## src/hdl/mma_pkg.sv

```systemverilog
// Shared types and constants for the modular multiply-accumulate block.
package mma_pkg;
    localparam int MOD_W = 31;
    typedef logic [MOD_W-1:0] mod_t;
endpackage

```

## src/hdl/modular_multiply_accumulate.sv

```systemverilog
// Top level of the modular multiply-accumulate block.
//  channel | dir | payload
//  s_axis  | in  | a_value, b_value, modulus, last
//  m_axis  | out | residue_sum
// Each word passes through the shared one-bit-per-cycle remainder unit, used for four
// reductions, before the back end takes the next word; a word with a zero modulus
// skips the remainder unit.
// The front FIFO holds two words so input is taken while the back end works;
// the back end waits while a result word is held by the receiver.
// aresetn is synchronous, active low, and clears the total to zero.
module modular_multiply_accumulate import mma_pkg::*; #(
    parameter int DATA_WIDTH = 32
) (
    input  logic                    aclk,
    input  logic                    aresetn,
    input  logic                    s_axis_tvalid,
    output logic                    s_axis_tready,
    // a_value, b_value, modulus, padding
    input  logic [((2*DATA_WIDTH+31+7)/8)*8-1:0] s_axis_tdata,
    input  logic                    s_axis_tlast,
    output logic                    m_axis_tvalid,
    input  logic                    m_axis_tready,
    // residue_sum, padding
    output logic [31:0]             m_axis_tdata
);
    logic q_valid, q_ready, q_last;
    logic [DATA_WIDTH-1:0] q_a, q_b;
    mod_t q_m, sum;

    mma_front #(.DATA_WIDTH(DATA_WIDTH)) u_front (
        .aclk(aclk), .aresetn(aresetn), .in_valid(s_axis_tvalid), .in_ready(s_axis_tready),
        .in_a(s_axis_tdata[DATA_WIDTH-1:0]),
        .in_b(s_axis_tdata[2*DATA_WIDTH-1:DATA_WIDTH]),
        .in_m(s_axis_tdata[2*DATA_WIDTH+MOD_W-1:2*DATA_WIDTH]), .in_last(s_axis_tlast),
        .q_valid(q_valid), .q_ready(q_ready), .q_a(q_a), .q_b(q_b), .q_m(q_m),
        .q_last(q_last)
    );

    mma_back #(.DATA_WIDTH(DATA_WIDTH)) u_back (
        .aclk(aclk), .aresetn(aresetn), .q_valid(q_valid), .q_ready(q_ready),
        .q_a(q_a), .q_b(q_b), .q_m(q_m), .q_last(q_last),
        .out_valid(m_axis_tvalid), .out_ready(m_axis_tready), .out_sum(sum)
    );

    assign m_axis_tdata = {1'b0, sum};

`ifndef SYNTH
    a_reset_quiet: assert property (@(posedge aclk) !aresetn |=> !m_axis_tvalid)
        else $error("result word after reset");
    a_hold: assert property (@(posedge aclk) disable iff (!aresetn)
        m_axis_tvalid && !m_axis_tready |=> $stable(m_axis_tdata))
        else $error("result changed under stall");
`endif
endmodule

```

## src/hdl/mma_front.sv

```systemverilog
// Front end: accepts words and queues them in a short FIFO for the back end.
module mma_front import mma_pkg::*; #(
    parameter int DATA_WIDTH = 32
) (
    input  logic                  aclk,
    input  logic                  aresetn,
    input  logic                  in_valid,
    output logic                  in_ready,
    input  logic [DATA_WIDTH-1:0] in_a,
    input  logic [DATA_WIDTH-1:0] in_b,
    input  mod_t                  in_m,
    input  logic                  in_last,
    output logic                  q_valid,
    input  logic                  q_ready,
    output logic [DATA_WIDTH-1:0] q_a,
    output logic [DATA_WIDTH-1:0] q_b,
    output mod_t                  q_m,
    output logic                  q_last
);
    localparam int W = 2*DATA_WIDTH + MOD_W + 1;
    logic [W-1:0] mem_reg [2];
    logic         wp_reg, rp_reg, wp_next, rp_next;
    logic [1:0]   cnt_reg, cnt_next;
    logic         push, pop;

    assign in_ready = (cnt_reg != 2'd2);
    assign q_valid  = (cnt_reg != 2'd0);
    assign push = in_valid && in_ready;
    assign pop  = q_valid && q_ready;
    assign {q_a, q_b, q_m, q_last} = mem_reg[rp_reg];

    always_comb begin
        wp_next  = push ? ~wp_reg : wp_reg;
        rp_next  = pop ? ~rp_reg : rp_reg;
        cnt_next = cnt_reg + {1'b0, push} - {1'b0, pop};
    end

    always_ff @(posedge aclk) begin
        if (!aresetn) begin
            wp_reg  <= 1'b0;
            rp_reg  <= 1'b0;
            cnt_reg <= 2'd0;
        end else begin
            wp_reg  <= wp_next;
            rp_reg  <= rp_next;
            cnt_reg <= cnt_next;
        end
        if (push) mem_reg[wp_reg] <= {in_a, in_b, in_m, in_last};
    end
endmodule

```

## src/hdl/mma_divmod.sv

```systemverilog
// Iterative restoring remainder unit, one quotient bit per cycle.
module mma_divmod import mma_pkg::*; #(
    parameter int NW = 64
) (
    input  logic          aclk,
    input  logic          aresetn,
    input  logic          start,
    input  logic [NW-1:0] num,
    input  mod_t          den,
    output logic          busy,
    output logic          done,
    output mod_t          rem
);
    localparam int CW = $clog2(NW + 1);
    logic [NW-1:0] n_reg;
    logic [MOD_W:0] r_reg, trial;
    mod_t          d_reg;
    logic [CW-1:0] c_reg;
    logic          busy_reg, done_reg;

    assign trial = {r_reg[MOD_W-1:0], n_reg[NW-1]};
    assign busy = busy_reg;
    assign done = done_reg;
    assign rem  = r_reg[MOD_W-1:0];

    always_ff @(posedge aclk) begin
        if (!aresetn) begin
            busy_reg <= 1'b0;
            done_reg <= 1'b0;
        end else begin
            done_reg <= 1'b0;
            if (start) begin
                busy_reg <= 1'b1;
                c_reg    <= CW'(NW);
                n_reg    <= num;
                d_reg    <= den;
                r_reg    <= '0;
            end else if (busy_reg) begin
                n_reg <= n_reg << 1;
                r_reg <= (trial >= {1'b0, d_reg}) ? trial - {1'b0, d_reg} : trial;
                c_reg <= c_reg - 1'b1;
                if (c_reg == CW'(1)) begin
                    busy_reg <= 1'b0;
                    done_reg <= 1'b1;
                end
            end
        end
    end
endmodule

```

## src/hdl/mma_back.sv

```systemverilog
// Back end: reduces operands and product, accumulates and emits totals.
module mma_back import mma_pkg::*; #(
    parameter int DATA_WIDTH = 32
) (
    input  logic                  aclk,
    input  logic                  aresetn,
    input  logic                  q_valid,
    output logic                  q_ready,
    input  logic [DATA_WIDTH-1:0] q_a,
    input  logic [DATA_WIDTH-1:0] q_b,
    input  mod_t                  q_m,
    input  logic                  q_last,
    output logic                  out_valid,
    input  logic                  out_ready,
    output mod_t                  out_sum
);
    localparam int NW = (DATA_WIDTH > 2*MOD_W) ? DATA_WIDTH : 2*MOD_W;
    typedef enum logic [2:0] {IDLE, RED_A, RED_B, MUL, RED_P, ACC, EMIT} state_t;
    state_t state_reg;
    logic [DATA_WIDTH-1:0] a_reg, b_reg;
    mod_t m_reg, ra_reg, rb_reg, tot_reg, sum_reg;
    logic last_reg, out_valid_reg, go_reg, neg_reg;
    logic [2*MOD_W-1:0] prod_reg;
    logic [NW-1:0] num;
    logic [DATA_WIDTH-1:0] mag_a, mag_b;
    logic dv_busy, dv_done;
    mod_t dv_rem, fixed;
    logic [MOD_W:0] acc;

    mma_divmod #(.NW(NW)) u_div (
        .aclk(aclk), .aresetn(aresetn), .start(go_reg), .num(num), .den(m_reg),
        .busy(dv_busy), .done(dv_done), .rem(dv_rem)
    );

    // Negative operands are reduced by magnitude, then folded to the floor residue.
    always_comb begin
        mag_a = a_reg[DATA_WIDTH-1] ? (~a_reg + 1'b1) : a_reg;
        mag_b = b_reg[DATA_WIDTH-1] ? (~b_reg + 1'b1) : b_reg;
        num = '0;
        unique case (state_reg)
            RED_A:       num = NW'(mag_a);
            RED_B:       num = NW'(mag_b);
            RED_P, EMIT: num = NW'(prod_reg);
            default:     num = '0;
        endcase
        fixed = (neg_reg && dv_rem != '0) ? m_reg - dv_rem : dv_rem;
        acc = {1'b0, tot_reg} + {1'b0, ra_reg};
    end

    assign q_ready   = (state_reg == IDLE) && !out_valid_reg && !dv_busy;
    assign out_valid = out_valid_reg;
    assign out_sum   = sum_reg;

    always_ff @(posedge aclk) begin
        if (!aresetn) begin
            state_reg     <= IDLE;
            out_valid_reg <= 1'b0;
            go_reg        <= 1'b0;
            tot_reg       <= '0;
        end else begin
            go_reg <= 1'b0;
            if (out_valid_reg && out_ready) out_valid_reg <= 1'b0;
            unique case (state_reg)
                IDLE: if (q_valid && q_ready) begin
                    a_reg <= q_a; b_reg <= q_b; m_reg <= q_m; last_reg <= q_last;
                    if (q_m == '0) begin
                        ra_reg <= '0; tot_reg <= '0; state_reg <= ACC;
                    end else begin
                        neg_reg <= q_a[DATA_WIDTH-1]; go_reg <= 1'b1; state_reg <= RED_A;
                    end
                end
                RED_A: if (dv_done) begin
                    ra_reg <= fixed; neg_reg <= b_reg[DATA_WIDTH-1];
                    go_reg <= 1'b1; state_reg <= RED_B;
                end
                RED_B: if (dv_done) begin
                    rb_reg <= fixed; state_reg <= MUL;
                end
                MUL: begin
                    prod_reg <= ra_reg * rb_reg; neg_reg <= 1'b0;
                    go_reg <= 1'b1; state_reg <= RED_P;
                end
                RED_P: if (dv_done) begin
                    ra_reg <= dv_rem; state_reg <= ACC;
                end
                ACC: begin
                    // Old total may exceed this modulus, so reduce by remainder unit.
                    prod_reg <= (2*MOD_W)'(acc);
                    neg_reg <= 1'b0; go_reg <= (m_reg != '0);
                    state_reg <= EMIT;
                end
                EMIT: if (m_reg == '0 || dv_done) begin
                    if (last_reg) begin
                        sum_reg <= (m_reg == '0) ? '0 : dv_rem;
                        out_valid_reg <= 1'b1; tot_reg <= '0;
                    end else begin
                        tot_reg <= (m_reg == '0) ? '0 : dv_rem;
                    end
                    state_reg <= IDLE;
                end
                default: state_reg <= IDLE;
            endcase
        end
    end
endmodule

```

## config.mk

```make
export PLATFORM = sky130hd
export DESIGN_NAME = modular_multiply_accumulate
export DESIGN_NICKNAME = d
export VERILOG_FILES = /design/src/hdl/mma_pkg.sv /design/src/hdl/modular_multiply_accumulate.sv /design/src/hdl/mma_front.sv /design/src/hdl/mma_divmod.sv /design/src/hdl/mma_back.sv
export SDC_FILE = /design/constraint.sdc
export NUM_CORES = 2
export LEC_CHECK = 0
export BUFFER_PORTS_ARGS = -buffer_cell sky130_fd_sc_hd__buf_2
export CORE_MARGIN = 5
export CORE_UTILIZATION = 53
export CTS_CLUSTER_DIAMETER = 50
export DETAILED_ROUTE_END_ITERATION = 8
export MAX_ROUTING_LAYER = met4
export PLACE_DENSITY = 0.72
export SLEW_MARGIN = 20
export SYNTH_ARGS = -nofsm -noshare
export SYNTH_HDL_FRONTEND = slang
export SYNTH_HIERARCHICAL = 1
export SYNTH_SLANG_ARGS = --single-unit
```

## constraint.sdc

```tcl
create_clock -name aclk -period 9.9 [get_ports aclk]
set_input_delay 1.485 -clock aclk [delete_from_list [all_inputs] [get_ports aclk]]
set_output_delay 1.485 -clock aclk [all_outputs]
set_load 0.05 [all_outputs]
```

# == Yosys cells after proc, flatten, opt, wreduce, memory -nomap -nowiden ==
# Memories as Yosys holds them, arrays and structs flattened. A register that Yosys moved wholly into a read port is not among the register bits.
# Index checks and enable logic that the tools add are counted.
# word_totals
register_bits,424
ram_bits,192
in_bits,101
out_inout_bits,34
elab_cells,133
memories,1
# op_classes
add_sub_neg,8
mul,1
order_cmp,1
eq_ne,15
mux,46
n_bitwise,6
reduce_logical,33
# mem_list
name,depth,word_bits,read_ports,rd_ports_with_merged_regs,write_ports,line,rtl
u_front.mem_reg,2,96,1,1,1,mma_front.sv:21,logic [W-1:0] mem_reg [2];
# ops
op,count
$mux 31,10
$pmux 62 s3,1
$mux 62,2
$pmux 62 s2,1
$pmux 31 s3,1
$add 32x1->32 const B,2
$mux 32,2
$not 32->32,2
$logic_not 31->1,2
$mul 31x31->62,1
$pmux 31 s2,1
$reduce_bool 31->1,2
$sub 31x31->31,2
$add 31x31->32,1
$ge 32x31->1,1
$pmux 3 s7,1
$mux 1,18
$mux 3,6
$ne 2x2->1 const B,7
$reduce_and 5->1,2
$eq 3x3->1 const B,3
$reduce_and 4->1,2
$reduce_bool 2->1,4
$eq 3x2->1 const B,2
other kinds (20),34

# == Depth between registers and ports, before layout ==
# depth
ltp_word,6
mapped_depth,28
ltp_nobuf,26

# == Hierarchy ==
# Netlist, hierarchy kept.
# modules_own_cells
module,instances,cells_each,area_per_inst_um2,seq_area_each_um2
mma_back,1,5002,47161.5,8287.9
mma_front,1,323,7362.1,5865.6
mma_divmod,1,610,7151.9,3943.8
modular_multiply_accumulate,1,2,11.3,0.0

# == Worst setup path after synthesis ==
# OpenSTA, ideal clock, no wires.
# synth_timing
path_kind,reg-to-reg
startpoint,reg u_back.ra_reg[17]
endpoint,"reg u_back.prod_reg[55], data pin"
setup_ns,0.266
arrival_ns,6.947
required_time_ns,9.634
slack_ns,2.687
stages_incl_launch_ff,23
path_buffers,1
synth_period_minus_slack_ns,7.213
cell_sequence,edfxtp_1 -> clkbuf_1 -> and2_1 -> fa_1 -> fa_1 -> inv_1 -> fa_1 -> fa_1 -> inv_1 -> fa_1 -> fa_1 -> fa_1 -> fa_1 -> ha_1 -> a21o_1 -> a21o_1 -> a221oi_1 -> o21ai_0 -> a221oi_1 -> o21ai_0 -> a31o_2 -> xnor2_1 -> nor2_1
# synth_via
elab_chain_cells,2
# synth_lines
item,line,rtl
from (decl),mma_back.sv:21,"mod_t m_reg, ra_reg, rb_reg, tot_reg, sum_reg;"
from (signal assigned),mma_back.sv:73,ra_reg <= fixed; neg_reg <= b_reg[DATA_WIDTH-1];
$mul 31x31->62,mma_back.sv:80,prod_reg <= ra_reg * rb_reg; neg_reg <= 1'b0;
$pmux 62 s2,mma_back.sv:63,unique case (state_reg)
to (signal assigned),mma_back.sv:88,prod_reg <= (2*MOD_W)'(acc);
to (decl),mma_back.sv:23,logic [2*MOD_W-1:0] prod_reg;
# Every way passes these cells.
# A chain may end at the register's enable or synchronous reset.

# == Worst setup path in the final report ==
# layout_timing
startpoint,reg u_back.ra_reg[12]
endpoint,"reg u_back.prod_reg[47], data pin"
# Same word-level chain as after synthesis.

==> reports/qor.csv <==
metric;value;unit
dp_hpwl;124.5;mm
synth_seq_area_share;29.34;%
wl_met3;11.59;mm
setup_violations;0;
syn_avg_cell_area;10.39;sq um
min_period;9.131;ns
nets;7223;
multi_input_area;38970;sq um
tns;0;ns
yosysWarnings;6;
finClkSkew;0.02290;ns
crit_buf_inv;4;
status;completed;
vias;42750;
crit_chain;and2_1 -> fa_1 -> fa_1 -> fa_1 -> inv_1 -> fa_1 -> inv_1 -> fa_1 -> inv_1 -> fa_1 -> inv_1 -> fa_1 -> fa_1 -> ha_1 -> a21oi_1 -> o21ai_0 -> a221oi_1 -> o21ai_0 -> a221oi_1 -> o21ai_0 -> a21boi_0 -> xor2_1 -> nor2_1;
clkTransAtPathRegs;0.06;ns
post_cts_buffers;0;
leakage;29.04;nW
wl_met2;77.25;mm
worst-setup-path-type;reg -> reg;
hp-class;reg -> reg;
cpPeakStageDelay;1.09;ns
yosys.cell_types.count;94;
die_h;351.2;um
clock_sinks;617;
critical-path-top-delay-family;adder cells;
drtIter0Drc;3644;
cts.htree.levels;2;
start_util;53.23;%
wl_met1;65.12;mm
ys_ff_latch;617;
synthTopCellsByCount;inv_1, fa_1, nand2_1, edfxtp_1, and2_1;
tightest_slew;1.120;ns
viasPerCell;5.696;
maxSlewHeadroom;24.89;%
core;115900;sq um
portBuffers;132;
largest_register_ffs;192;
ys.flop_type;edfxtp_1;
grt_pass1_wl;252.2;mm
globalplace.congestion;0.9650;
endpoint_kind;flop;
drv_cap;0;
clock_latency;0.64;ns
vdd_ir_drop_max;0.2391;mV
start_kind;flop;
top_layer;met4;
crit_fanout;17;
worstPathArrival;9.49;ns
synthesis.nets;7231;
synth_area_leaders;edfxtp_1, fa_1, ha_1;
area_growth;7.138;%
netlist_instances;5937;
antenna_found_initial;5;
grt_usage;27.00;%
cts_made_buffers;60;
antenna_left;0;
overflow;0;
max_freq;109.5;MHz
yosysTopAreaCellShare;27.94;%
grt_max_degree;69;
avgRoutedWirePerCell;21.28;um
synth_area_leader_cell;edfxtp_1;
powerDensity;131.2;nW/um^2
crit_path_top_delay_cell;edfxtp_1;
synth_edf_count;574;
io_pins;135;
die_w;351.2;um
min_period_over_period;92.23;%
rows;125;
post-synth-top-count-cell;inv_1;
fillers;9801;
ys_async_sr_fraction;0;%
postPlaceCellArea;63880;sq um
drv_slew;0;
drc;0;
cts_root_buf;clkbuf_16;
crit_top_cell;fa_1;
dr.pass1.iters;6;
netlist_area;61690;sq um
drt_wl_total;159.7;mm
drive_above_1_share;9.599;%
cts.repair.resized;0;
rsz0062_at_grt;false;
postCtsHoldBufs;0;
required;10.26;ns
cts_tree;built;
seqCellArea;18100;sq um
final_hold_viol_count;0;
dieArea;123300;sq um
final_cell_area;66090;sq um
clock_path_buffers;3;
grt_pass1_vias;44600;
routing by layer:
layer	vias to the layer above	track usage, %
met5	-	-
met4	0	8.433
met3	326	3.551
met2	1611	44.45
met1	21570	35.24
li1	19250	-
logic make-up after synthesis:
family,after synthesis,share of synthesized area [%]
AOI/OAI and AO/OA,756,8.046
xor gates and xnor gates,187,2.655
adders and majority gates,1193,34.42
buffers and inverters,1218,7.592
DFF,617,29.34
muxes,178,3.479
other,1,0.006079
and+or+nand+nor,1787,14.46
worst paths after layout:
| path | slack, ns | cells after the start | to | from |
|---|---|---|---|---|
| setup / recovery | 0.77 | 23 | u_back/prod_reg[47]$_SDFFCE_PP0P_ | u_back/ra_reg[12]$_DFFE_PP_ |
| hold / removal | 0.47 | 2 | u_back/tot_reg[0]$_SDFFE_PN0P_ | u_back/tot_reg[0]$_SDFFE_PN0P_ |
| setup reg to reg | 0.77 | 23 | u_back/prod_reg[47]$_SDFFCE_PP0P_ | u_back/ra_reg[12]$_DFFE_PP_ |
| hold reg to reg | 0.47 | 2 | u_back/tot_reg[0]$_SDFFE_PN0P_ | u_back/tot_reg[0]$_SDFFE_PN0P_ |
tightest hold or removal path: cells and delay by family (launching register included):
kind            cells  cell delay, ns
simple gates        1            0.05
flops               1            0.31
compound gates      1            0.06
stage by stage:
step                      cells  util, %  total power [mW]  worst slack [ns]  hold WS [ns]
after global routing       7505    57.02             9.043            0.6189        0.4941
after floorplan            5937        -             5.477             2.687        0.4345
after global placement     7384    55.11             6.190             1.179        0.4595
final                      7506    57.03             8.668            0.7690        0.4703
after CTS                  7498    56.95             8.671            0.9319        0.4732
after detailed placement   7385    55.12             6.233            0.9379        0.4641
cell usage in the layout, fill, tap and decap left out, drive strengths merged, types with 11 or more instances in the layout:
| cell type | n |
|---|---|
| inv | 901 |
| fa | 840 |
| nand2 | 693 |
| edfxtp | 574 |
| and2 | 571 |
| ha | 353 |
| buf | 255 |
| nor2 | 183 |
| a21oi | 178 |
| o21ai | 176 |
| mux2 | 171 |
| xnor2 | 107 |
| nand3 | 82 |
| xor2 | 80 |
| clkbuf | 78 |
| a21o | 77 |
| a21boi | 44 |
| dfxtp | 43 |
| nor3 | 42 |
| o21bai | 33 |
| nor2b | 33 |
| nand4 | 31 |
| a22o | 28 |
| a211oi | 28 |
| and3 | 28 |
| nand2b | 27 |
| nor4 | 27 |
| o31ai | 27 |
| a22oi | 26 |
| a31oi | 25 |
| or3 | 22 |
| o21a | 22 |
| clkinv | 18 |
| or2 | 14 |
| o211ai | 11 |
cell type report:
class / count / area share, %
multi-input cells: 4102 / 58.97
diodes: 2 / 0.007573
inverters: 893 / 5.072
clock buffers: 78 / 2.529
flip-flops and latches: 617 / 27.39
clock inverters: 35 / 0.6740
well taps: 1524 / 2.885
repair buffers: 255 / 2.471
where the power goes:
group          internal [mW]  total (mW)  switching, mW
combinational           1.00        2.48           1.48
clock                   1.41        2.43           1.02
sequential              3.40        3.76          0.362
Note: power is estimated with default switching activity, not from simulation.
